### src/hdl/psq_pkg.sv
// Package for the 6x6 Polybius square codec: field widths, codes, the job record
// passed from the front end to the back end, and the square lookup functions.
// No dependencies; used by every module of the codec.
package psq_pkg;

   // Field widths.
   localparam int unsigned BYTE_W   = 8;
   localparam int unsigned STATUS_W = 2;
   localparam int unsigned CELL_W   = 6;
   localparam int unsigned POS_W    = 3;

   // Job queue between front end and back end.
   localparam int unsigned FIFO_DEPTH = 2;
   localparam int unsigned FIFO_AW    = $clog2(FIFO_DEPTH);
   localparam int unsigned FIFO_CW    = $clog2(FIFO_DEPTH + 1);
   localparam logic [FIFO_AW-1:0] FIFO_LAST_PTR   = FIFO_AW'(FIFO_DEPTH - 1);
   localparam logic [FIFO_CW-1:0] FIFO_FULL_COUNT = FIFO_CW'(FIFO_DEPTH);

   // Result status codes.
   localparam logic [STATUS_W-1:0] ST_OK        = 2'd0;
   localparam logic [STATUS_W-1:0] ST_BAD_CHAR  = 2'd1;
   localparam logic [STATUS_W-1:0] ST_BAD_LABEL = 2'd2;

   // Character codes.
   localparam logic [BYTE_W-1:0] CHAR_LF      = 8'd10;
   localparam logic [BYTE_W-1:0] CHAR_CR      = 8'd13;
   localparam logic [BYTE_W-1:0] CHAR_SPACE   = 8'd32;
   localparam logic [BYTE_W-1:0] CHAR_ONE     = 8'd49;
   localparam logic [BYTE_W-1:0] CHAR_NINE    = 8'd57;
   localparam logic [BYTE_W-1:0] CHAR_UP_A    = 8'd65;
   localparam logic [BYTE_W-1:0] CHAR_UP_Z    = 8'd90;
   localparam logic [BYTE_W-1:0] CHAR_LO_A    = 8'd97;
   localparam logic [BYTE_W-1:0] CHAR_LO_Z    = 8'd122;
   localparam logic [BYTE_W-1:0] CHAR_ERR     = 8'd63;
   localparam logic [BYTE_W-1:0] CASE_OFFSET  = 8'd32;
   // Digits occupy cells 27..35, so cell = byte - ('1' - 27).
   localparam logic [BYTE_W-1:0] DIGIT_OFFSET = 8'd22;

   // Square geometry.
   localparam logic [CELL_W-1:0] SIDE        = 6'd6;
   localparam logic [CELL_W-1:0] CELL_SPACE  = 6'd26;
   localparam logic [CELL_W-1:0] CELL_NONE   = 6'd63;
   localparam logic [POS_W-1:0]  POS_NONE    = 3'd7;
   localparam logic [POS_W-1:0]  POS_LAST    = 3'd5;
   // Marker in the held row when the held byte was not a square character.
   localparam logic [POS_W-1:0]  ROW_NOT_CHAR = 3'd1;

   // One unit of back-end work: one or two results.
   typedef struct packed {
      logic                pair;
      logic [BYTE_W-1:0]   first;
      logic [STATUS_W-1:0] status;
      logic [BYTE_W-1:0]   second;
   } job_type;

   // Fold lowercase letters to uppercase.
   function automatic logic [BYTE_W-1:0] fold_upper(input logic [BYTE_W-1:0] b);
      if (b >= CHAR_LO_A && b <= CHAR_LO_Z) begin
         return b - CASE_OFFSET;
      end
      return b;
   endfunction

   // Square cell of a folded byte, or CELL_NONE.
   function automatic logic [CELL_W-1:0] cell_of(input logic [BYTE_W-1:0] b);
      logic [BYTE_W-1:0] d;
      d = 8'd0;
      if (b >= CHAR_UP_A && b <= CHAR_UP_Z) begin
         d = b - CHAR_UP_A;
         return d[CELL_W-1:0];
      end
      if (b == CHAR_SPACE) begin
         return CELL_SPACE;
      end
      if (b >= CHAR_ONE && b <= CHAR_NINE) begin
         d = b - DIGIT_OFFSET;
         return d[CELL_W-1:0];
      end
      return CELL_NONE;
   endfunction

   // Row of a valid cell (cell / 6) by a compare chain.
   function automatic logic [POS_W-1:0] row_of_cell(input logic [CELL_W-1:0] idx);
      if (idx < 6'd6)  return 3'd0;
      if (idx < 6'd12) return 3'd1;
      if (idx < 6'd18) return 3'd2;
      if (idx < 6'd24) return 3'd3;
      if (idx < 6'd30) return 3'd4;
      return 3'd5;
   endfunction

   // First cell of a row (row * 6).
   function automatic logic [CELL_W-1:0] row_base(input logic [POS_W-1:0] row);
      logic [CELL_W-1:0] r;
      r = {{(CELL_W-POS_W){1'b0}}, row};
      return (r << 2) + (r << 1);
   endfunction

   // Plain character of a valid cell.
   function automatic logic [BYTE_W-1:0] char_of(input logic [CELL_W-1:0] idx);
      logic [BYTE_W-1:0] c;
      c = {{(BYTE_W-CELL_W){1'b0}}, idx};
      if (idx < CELL_SPACE) begin
         return c + CHAR_UP_A;
      end
      if (idx == CELL_SPACE) begin
         return CHAR_SPACE;
      end
      return c + DIGIT_OFFSET;
   endfunction

   // Row labels N,O,R,M,A,L.
   function automatic logic [BYTE_W-1:0] row_label(input logic [POS_W-1:0] row);
      case (row)
         3'd0:    return 8'd78;
         3'd1:    return 8'd79;
         3'd2:    return 8'd82;
         3'd3:    return 8'd77;
         3'd4:    return 8'd65;
         3'd5:    return 8'd76;
         default: return CHAR_ERR;
      endcase
   endfunction

   // Column labels X,I,F,R,A,T.
   function automatic logic [BYTE_W-1:0] col_label(input logic [POS_W-1:0] col);
      case (col)
         3'd0:    return 8'd88;
         3'd1:    return 8'd73;
         3'd2:    return 8'd70;
         3'd3:    return 8'd82;
         3'd4:    return 8'd65;
         3'd5:    return 8'd84;
         default: return CHAR_ERR;
      endcase
   endfunction

   // Row position of a folded label byte, or POS_NONE.
   function automatic logic [POS_W-1:0] row_pos(input logic [BYTE_W-1:0] b);
      case (b)
         8'd78:   return 3'd0;
         8'd79:   return 3'd1;
         8'd82:   return 3'd2;
         8'd77:   return 3'd3;
         8'd65:   return 3'd4;
         8'd76:   return 3'd5;
         default: return POS_NONE;
      endcase
   endfunction

   // Column position of a folded label byte, or POS_NONE.
   function automatic logic [POS_W-1:0] col_pos(input logic [BYTE_W-1:0] b);
      case (b)
         8'd88:   return 3'd0;
         8'd73:   return 3'd1;
         8'd70:   return 3'd2;
         8'd82:   return 3'd3;
         8'd65:   return 3'd4;
         8'd84:   return 3'd5;
         default: return POS_NONE;
      endcase
   endfunction

endpackage

### src/hdl/psq_front.sv
// Front end of the Polybius square codec: accepts input bytes, tracks the
// decrypt pairing and turns each byte into a job for the back end.
// Depends on psq_pkg.
module psq_front (
   input  logic                          clock,
   input  logic                          reset,
   input  logic                          decrypt_mode,
   input  logic                          req_tvalid,
   output logic                          req_tready,
   input  logic [psq_pkg::BYTE_W-1:0]    req_tdata,
   input  logic                          job_full,
   output logic                          job_push,
   output psq_pkg::job_type              job_data
);

   logic                         pend_valid_ff, pend_valid_in;
   logic [psq_pkg::POS_W-1:0]    pend_row_ff, pend_row_in;
   logic                         pend_bad_ff, pend_bad_in;

   logic                         accept;
   logic                         line_end;
   logic [psq_pkg::BYTE_W-1:0]   folded;
   logic [psq_pkg::CELL_W-1:0]   square_idx;
   logic                         cell_ok;
   logic [psq_pkg::POS_W-1:0]    enc_row;
   logic [psq_pkg::POS_W-1:0]    enc_col;
   logic [psq_pkg::CELL_W-1:0]   enc_col_wide;
   logic [psq_pkg::POS_W-1:0]    lab_row;
   logic [psq_pkg::POS_W-1:0]    lab_col;
   logic                         first_not_char;
   logic [psq_pkg::CELL_W-1:0]   dec_cell;
   logic                         emits;

   // A transaction is taken whenever the job queue has room.
   assign req_tready = !job_full;
   assign accept     = req_tvalid && !job_full;

   // Classify the byte.
   assign line_end     = (req_tdata == psq_pkg::CHAR_LF) || (req_tdata == psq_pkg::CHAR_CR);
   assign folded       = psq_pkg::fold_upper(req_tdata);
   assign square_idx   = psq_pkg::cell_of(folded);
   assign cell_ok      = (square_idx != psq_pkg::CELL_NONE);
   assign enc_row      = psq_pkg::row_of_cell(square_idx);
   assign enc_col_wide = square_idx - psq_pkg::row_base(enc_row);
   assign enc_col      = enc_col_wide[psq_pkg::POS_W-1:0];
   assign lab_row      = psq_pkg::row_pos(folded);
   assign lab_col      = psq_pkg::col_pos(folded);
   assign first_not_char = pend_bad_ff && (pend_row_ff == psq_pkg::ROW_NOT_CHAR);
   assign dec_cell     = psq_pkg::row_base(pend_row_ff) +
                         {{(psq_pkg::CELL_W-psq_pkg::POS_W){1'b0}}, lab_col};

   // Build the job and the next pairing state.
   always_comb begin
      emits         = 1'b0;
      job_data      = '0;
      pend_valid_in = pend_valid_ff;
      pend_row_in   = pend_row_ff;
      pend_bad_in   = pend_bad_ff;
      if (line_end) begin
         pend_valid_in = 1'b0;
         pend_row_in   = '0;
         pend_bad_in   = 1'b0;
      end else if (!decrypt_mode) begin
         pend_valid_in = 1'b0;
         pend_row_in   = '0;
         pend_bad_in   = 1'b0;
         emits         = 1'b1;
         if (cell_ok) begin
            job_data.pair   = 1'b1;
            job_data.first  = psq_pkg::row_label(enc_row);
            job_data.status = psq_pkg::ST_OK;
            job_data.second = psq_pkg::col_label(enc_col);
         end else begin
            job_data.first  = psq_pkg::CHAR_ERR;
            job_data.status = psq_pkg::ST_BAD_CHAR;
         end
      end else if (!pend_valid_ff) begin
         pend_valid_in = 1'b1;
         if (!cell_ok) begin
            pend_bad_in = 1'b1;
            pend_row_in = psq_pkg::ROW_NOT_CHAR;
         end else if (lab_row == psq_pkg::POS_NONE) begin
            pend_bad_in = 1'b1;
            pend_row_in = '0;
         end else begin
            pend_bad_in = 1'b0;
            pend_row_in = lab_row;
         end
      end else begin
         emits         = 1'b1;
         pend_valid_in = 1'b0;
         pend_row_in   = '0;
         pend_bad_in   = 1'b0;
         if (first_not_char || !cell_ok) begin
            job_data.first  = psq_pkg::CHAR_ERR;
            job_data.status = psq_pkg::ST_BAD_CHAR;
         end else if (pend_bad_ff || lab_col == psq_pkg::POS_NONE ||
                      pend_row_ff > psq_pkg::POS_LAST) begin
            job_data.first  = psq_pkg::CHAR_ERR;
            job_data.status = psq_pkg::ST_BAD_LABEL;
         end else begin
            job_data.first  = psq_pkg::char_of(dec_cell);
            job_data.status = psq_pkg::ST_OK;
         end
      end
   end

   assign job_push = accept && emits;

   // Pairing state registers.
   always_ff @(posedge clock) begin
      if (reset) begin
         pend_valid_ff <= 1'b0;
         pend_row_ff   <= '0;
         pend_bad_ff   <= 1'b0;
      end else if (accept) begin
         pend_valid_ff <= pend_valid_in;
         pend_row_ff   <= pend_row_in;
         pend_bad_ff   <= pend_bad_in;
      end
   end

endmodule

### src/hdl/psq_fifo.sv
// Short job queue between the codec front end and back end.
// Depends on psq_pkg for the job record and the queue depth.
module psq_fifo (
   input  logic              clock,
   input  logic              reset,
   input  logic              push,
   input  psq_pkg::job_type  push_data,
   output logic              full,
   input  logic              pop,
   output psq_pkg::job_type  pop_data,
   output logic              empty
);

   psq_pkg::job_type                entry_ff [psq_pkg::FIFO_DEPTH];
   logic [psq_pkg::FIFO_AW-1:0]     wr_ptr_ff, wr_ptr_in;
   logic [psq_pkg::FIFO_AW-1:0]     rd_ptr_ff, rd_ptr_in;
   logic [psq_pkg::FIFO_CW-1:0]     count_ff, count_in;

   assign full     = (count_ff == psq_pkg::FIFO_FULL_COUNT);
   assign empty    = (count_ff == '0);
   assign pop_data = entry_ff[rd_ptr_ff];

   // Pointer and fill count update.
   always_comb begin
      wr_ptr_in = wr_ptr_ff;
      rd_ptr_in = rd_ptr_ff;
      count_in  = count_ff;
      if (push) begin
         wr_ptr_in = (wr_ptr_ff == psq_pkg::FIFO_LAST_PTR) ? '0 : wr_ptr_ff + 1'b1;
      end
      if (pop) begin
         rd_ptr_in = (rd_ptr_ff == psq_pkg::FIFO_LAST_PTR) ? '0 : rd_ptr_ff + 1'b1;
      end
      if (push && !pop) begin
         count_in = count_ff + 1'b1;
      end else if (pop && !push) begin
         count_in = count_ff - 1'b1;
      end
   end

   always_ff @(posedge clock) begin
      if (reset) begin
         wr_ptr_ff <= '0;
         rd_ptr_ff <= '0;
         count_ff  <= '0;
      end else begin
         wr_ptr_ff <= wr_ptr_in;
         rd_ptr_ff <= rd_ptr_in;
         count_ff  <= count_in;
      end
   end

   // Entry storage needs no reset.
   always_ff @(posedge clock) begin
      if (push) begin
         entry_ff[wr_ptr_ff] <= push_data;
      end
   end

endmodule

### src/hdl/psq_back.sv
// Back end of the Polybius square codec: takes jobs from the queue and
// delivers one or two results through a registered output stage.
// Depends on psq_pkg.
module psq_back (
   input  logic                          clock,
   input  logic                          reset,
   input  logic                          job_empty,
   input  psq_pkg::job_type              job_data,
   output logic                          job_pop,
   output logic                          rsp_tvalid,
   input  logic                          rsp_tready,
   output logic [psq_pkg::BYTE_W-1:0]    rsp_tdata,
   output logic [psq_pkg::STATUS_W-1:0]  rsp_tuser,
   output logic                          rsp_tlast
);

   logic                          out_valid_ff, out_valid_in;
   logic [psq_pkg::BYTE_W-1:0]    out_byte_ff, out_byte_in;
   logic [psq_pkg::STATUS_W-1:0]  out_status_ff, out_status_in;
   logic                          out_last_ff, out_last_in;
   logic                          hold_valid_ff, hold_valid_in;
   logic [psq_pkg::BYTE_W-1:0]    hold_byte_ff, hold_byte_in;
   logic                          out_free;

   // The output register can load when empty or being taken this cycle.
   assign out_free = !out_valid_ff || rsp_tready;
   assign job_pop  = out_free && !hold_valid_ff && !job_empty;

   // Pick the next result: the held column label first, then a new job.
   always_comb begin
      out_valid_in  = out_valid_ff;
      out_byte_in   = out_byte_ff;
      out_status_in = out_status_ff;
      out_last_in   = out_last_ff;
      hold_valid_in = hold_valid_ff;
      hold_byte_in  = hold_byte_ff;
      if (out_free) begin
         if (hold_valid_ff) begin
            out_valid_in  = 1'b1;
            out_byte_in   = hold_byte_ff;
            out_status_in = psq_pkg::ST_OK;
            out_last_in   = 1'b1;
            hold_valid_in = 1'b0;
         end else if (!job_empty) begin
            out_valid_in  = 1'b1;
            out_byte_in   = job_data.first;
            out_status_in = job_data.status;
            out_last_in   = !job_data.pair;
            hold_valid_in = job_data.pair;
            hold_byte_in  = job_data.second;
         end else begin
            out_valid_in = 1'b0;
         end
      end
   end

   always_ff @(posedge clock) begin
      if (reset) begin
         out_valid_ff  <= 1'b0;
         hold_valid_ff <= 1'b0;
      end else begin
         out_valid_ff  <= out_valid_in;
         hold_valid_ff <= hold_valid_in;
      end
   end

   // Payload registers.
   always_ff @(posedge clock) begin
      out_byte_ff   <= out_byte_in;
      out_status_ff <= out_status_in;
      out_last_ff   <= out_last_in;
      hold_byte_ff  <= hold_byte_in;
   end

   assign rsp_tvalid = out_valid_ff;
   assign rsp_tdata  = out_byte_ff;
   assign rsp_tuser  = out_status_ff;
   assign rsp_tlast  = out_last_ff;

endmodule

### src/hdl/polybius_square_codec_top.sv
// Polybius square codec top level: mode register, front end, job queue and back end.
// Depends on psq_pkg, psq_front, psq_fifo and psq_back.
//
// Encrypts bytes into row/column label pairs of a fixed 6x6 square (A-Z, space,
// 1-9; rows N,O,R,M,A,L; columns X,I,F,R,A,T) or, with csr_wdata[0] set, decrypts
// label pairs back to characters; lowercase is folded to uppercase and LF or CR
// ends a message. A valid byte in encrypt mode yields two results, which the single
// output register sends one after the other, so it sets the input pace in that mode;
// decrypt mode and line ends take one input per cycle while the job queue has room.
// A result passes through the job queue and then the output register before it is
// presented on the output. A two-entry job queue lets input keep flowing while the
// output is stalled. Errors give '?' with status 1 (not a square character) or 2
// (unknown label). Write csr_we only while the block is idle.
module polybius_square_codec_top (
   input  logic        clock,
   input  logic        reset,
   input  logic        csr_we,
   input  logic [0:0]  csr_wdata,   // [0] decrypt_mode
   input  logic        req_tvalid,
   output logic        req_tready,
   input  logic [7:0]  req_tdata,   // [7:0] in_byte
   output logic        rsp_tvalid,
   input  logic        rsp_tready,
   output logic [7:0]  rsp_tdata,   // [7:0] out_byte
   output logic [1:0]  rsp_tuser,   // [1:0] status
   output logic        rsp_tlast    // last_of_run
);

   logic              decrypt_mode_ff;
   logic              job_push;
   logic              job_pop;
   logic              job_full;
   logic              job_empty;
   psq_pkg::job_type  push_job;
   psq_pkg::job_type  pop_job;

   // Mode register.
   always_ff @(posedge clock) begin
      if (reset) begin
         decrypt_mode_ff <= 1'b0;
      end else if (csr_we) begin
         decrypt_mode_ff <= csr_wdata[0];
      end
   end

   psq_front u_front (
      .clock        (clock),
      .reset        (reset),
      .decrypt_mode (decrypt_mode_ff),
      .req_tvalid   (req_tvalid),
      .req_tready   (req_tready),
      .req_tdata    (req_tdata),
      .job_full     (job_full),
      .job_push     (job_push),
      .job_data     (push_job)
   );

   psq_fifo u_fifo (
      .clock     (clock),
      .reset     (reset),
      .push      (job_push),
      .push_data (push_job),
      .full      (job_full),
      .pop       (job_pop),
      .pop_data  (pop_job),
      .empty     (job_empty)
   );

   psq_back u_back (
      .clock      (clock),
      .reset      (reset),
      .job_empty  (job_empty),
      .job_data   (pop_job),
      .job_pop    (job_pop),
      .rsp_tvalid (rsp_tvalid),
      .rsp_tready (rsp_tready),
      .rsp_tdata  (rsp_tdata),
      .rsp_tuser  (rsp_tuser),
      .rsp_tlast  (rsp_tlast)
   );

`ifndef ASSERT_OFF
   // An error result always carries '?' and ends its run.
   a_err_result: assert property (@(posedge clock) disable iff (reset)
      (rsp_tvalid && rsp_tuser != psq_pkg::ST_OK) |->
         (rsp_tdata == psq_pkg::CHAR_ERR && rsp_tlast))
      else $error("error result without '?' or tlast");

   // The first half of a label pair is always a successful result.
   a_first_half_ok: assert property (@(posedge clock) disable iff (reset)
      (rsp_tvalid && !rsp_tlast) |-> (rsp_tuser == psq_pkg::ST_OK))
      else $error("non-final result with error status");

   // A taken first half is followed at once by its final half.
   a_pair_follows: assert property (@(posedge clock) disable iff (reset)
      (rsp_tvalid && rsp_tready && !rsp_tlast) |=> (rsp_tvalid && rsp_tlast))
      else $error("column label did not follow row label");

   // Nothing enters the queue while it is full.
   a_no_overflow: assert property (@(posedge clock) disable iff (reset)
      job_full |-> !job_push)
      else $error("job pushed into a full queue");
`endif

endmodule

### config.mk
export PLATFORM = sky130hd
export DESIGN_NAME = polybius_square_codec_top
export DESIGN_NICKNAME = d
export VERILOG_FILES = /design/src/hdl/psq_pkg.sv /design/src/hdl/psq_front.sv /design/src/hdl/psq_fifo.sv /design/src/hdl/psq_back.sv /design/src/hdl/polybius_square_codec_top.sv
export SDC_FILE = /design/constraint.sdc
export NUM_CORES = 1
export LEC_CHECK = 0
export BUFFER_PORTS_ARGS = -buffer_cell sky130_fd_sc_hd__buf_2
export CAP_MARGIN = 10
export CORE_UTILIZATION = 40
export DETAILED_ROUTE_END_ITERATION = 8
export PLACE_DENSITY = 0.53
export SLEW_MARGIN = 20
export SYNTH_ARGS = -nofsm -noshare
export SYNTH_HDL_FRONTEND = slang
export SYNTH_HIERARCHICAL = 1
export SYNTH_SLANG_ARGS = --single-unit
### constraint.sdc
create_clock -name clock -period 6.1 [get_ports clock]
set_clock_uncertainty 0.1 [all_clocks]
set_input_delay 0.915 -clock clock [delete_from_list [all_inputs] [get_ports clock]]
set_output_delay 0.915 -clock clock [all_outputs]
set_load 0.03 [all_outputs]
==> impl_metrics.tcl <==
set metrics [dict create \
    path_class "input port to flip-flop" \
    synth_flop_cell "edfxtp_1" \
    tightest_slew_ns 1.08 \
    cts.htree.levels 3 \
    cts_max_path_buffers 2 \
    crit_fanout 12 \
    drv_cap 0 \
    rows 38 \
    antenna_found_initial 0 \
    drc_errors 2 \
    synth-edff-count 57 \
    min_period_ns 5.24 \
    ys_seq_area_frac 0.443 \
    syn_inst 418 \
    yosys-top-cells-area "edfxtp_1, ha_1, mux2_2, dfxtp_1, a21oi_1" \
    cts_tree "built" \
    initial_core_util 0.411 \
    io_pins 27 \
    area_growth_pct 9.70 \
    synth_area_um2 4450 \
    endpoint_kind "flip-flop" \
    finalSetupViolCount 0 \
    cp.required_ns 6.05 \
    final_common_cell "edfxtp_1" \
    via_count 3235 \
    status "finished with violations" \
    num_antenna_cells 0 \
    ctsHoldBuffers 0 \
    violations "design-rule violations" \
    ant_nets 0 \
    grt_overflow 0 \
    max_freq_ghz 0.191 \
    worstHoldStart "u_fifo/count_ff[1]" \
    wl_mm 9.21 \
    max_slew_margin 0.279 \
    fillers 1017 \
    fin_crit_sh 0.859 \
    clk_latency_ns 0.34 \
    num-nets-final 483 \
    core_um2 10800 \
    crit_start "req_tdata[1]" \
    multiInputGateArea_um2 2290 \
    crit_path_start_kind "input port" \
    drt_iter0_drc 162 \
    regArea_um2 1970 \
    globalRouteTotalUtil 0.168 \
    synth-seq-cells 70 \
    synth_largest_area_cell "edfxtp_1" \
    maxSlewViolCount 0 \
    die-area_um2 11600 \
    grt_pass1_wl_mm 14.9 \
    grt_setup_unrepaired "false" \
    via_per_inst 5.51 \
    hpwl_mm 6.81 \
    p_leak_nw 1.82 \
    finalSetupTns_ns 0 \
    async_flop_share 0 \
    wl_per_cell_um 15.7 \
    avgSynthCellArea_um2 10.7 \
    routabilityCongestion 0.907 \
    post_cts_resized 0 \
    hold_class "flip-flop to flip-flop" \
    grt_max_degree 26 \
    cts_buffers 9 \
    die_w_um 107 \
    postCtsSetupBuffers 0 \
    die_y_um 107 \
    cts_root_buffer "clkbuf_8" \
    final_cell_mix "edfxtp_1, nor2_1, mux2_2" \
    drive_above_1_share 0.186 \
    holdWs_ns 0.397 \
    synth_top_area_frac 0.384 \
    first_global_vias 2998 \
    hold_viol 0 \
    ys_types 74 \
    path_clk_slew_ns 0.07 \
    peakVddDrop_mv 0.243 \
    crit_arrival_ns 5.19 \
    ys_warn_count 6 \
    fin_util 0.450 \
    r2r-start "u_front/pend_row_ff[0]" \
    p_per_area_nw_per_um2 317 \
    port_buffers 26 \
    drt-pass1-iter-count 6 \
    clock_sinks 70 \
]
## report_power, final
group	switching, mW	total, mW	internal [mW]
sequential	0.0586	0.732	0.674
clock	0.166	0.352	0.186
combinational	0.284	0.463	0.179
total	0.509	1.55	1.04
## layer usage
metal  track usage  vias up  share of wire
met5             0        -              0
met4        0.0656        0         0.0078
met3        0.0272        9          0.035
met2         0.281       86           0.49
met1         0.217     1529           0.46
li1              -     1611              -
## registers in the layout (all words and copies together), names as in the netlist, 2 cells and up, named ones only
register             count
u_fifo/entry_ff         38
u_back/hold_byte_ff      8
u_back/rsp_tdata         8
u_front/pend_row_ff      3
u_back/rsp_tuser         2
u_fifo/count_ff          2
## stage by stage
stage               instances  area (um^2)  setup slack, ns  total power [mW]
global placement          570         4690            0.764              1.20
floorplan                 419         4460             1.31              1.08
CTS                       586         4880            0.980              1.57
detailed placement        570         4690            0.614              1.21
finish                    587         4880            0.857              1.55
global route              587         4880            0.582              1.64
## worst max-delay path, cell delays in order
cell	delay [ns]
buf_2	0.15
inv_1	0.20
ha_1	0.45
nor4b_2	0.43
nand3_1	0.21
and3_1	0.29
o21ai_0	0.14
fa_1	0.46
ha_1	0.24
fa_1	0.61
o21ai_0	0.26
o21a_1	0.31
a221oi_1	0.27
o21ai_0	0.11
nor4b_1	0.16
## logic make-up after synthesis
family                   share of synthesized area
AO/OA/AOI/OAI                                0.173
XOR/XNOR                                    0.0318
adder cells (fa/ha/maj)                     0.0793
buffers and inverters                       0.0427
flip-flops                                   0.443
multiplexers                                0.0750
other                                     0.000842
AND/OR/NAND/NOR                              0.155
## cells in the mapped netlist (3+ instances only)
master    number
edfxtp_1      57
nor2_1        29
mux2_2        27
inv_1         26
nand2_1       26
ha_1          25
a21oi_1       24
o21ai_0       14
dfxtp_1       13
nor3_1        12
nand3_1        9
buf_2          8
nand2b_1       8
nor2b_1        8
xnor2_1        7
a221oi_1       6
o21a_1         6
o31ai_1        6
xor2_1         6
clkbuf_1       5
or3_1          5
a211oi_1       4
a21o_1         4
a22oi_1        3
a311oi_1       3
a31o_1         3
a31oi_1        3
and2_1         3
mux2i_1        3
nand4_1        3
nor3b_1        3
nor4_1         3
o21ai_1        3
or3b_1         3
## worst paths after layout
| check | endpoint | slack (ns) | depth (start not counted) |
|---|---|---|---|
| max | u_fifo/entry_ff[0][13] | 0.86 | 15 |
| min | u_fifo/count_ff[1] | 0.40 | 2 |
| max reg2reg | u_fifo/entry_ff[0][13] | 2.83 | 8 |
| min reg2reg | u_fifo/count_ff[1] | 0.40 | 2 |
## area by class of cell
cell class | count | share of cell area
timing repair buffer | 29 | 0.0313
tap | 140 | 0.0359
multi-input combinational | 305 | 0.470
sequential | 70 | 0.404
clock inverter | 7 | 0.0133
clock buffer | 9 | 0.0254
inverter | 27 | 0.0208
(Power assumes the default switching activity.)
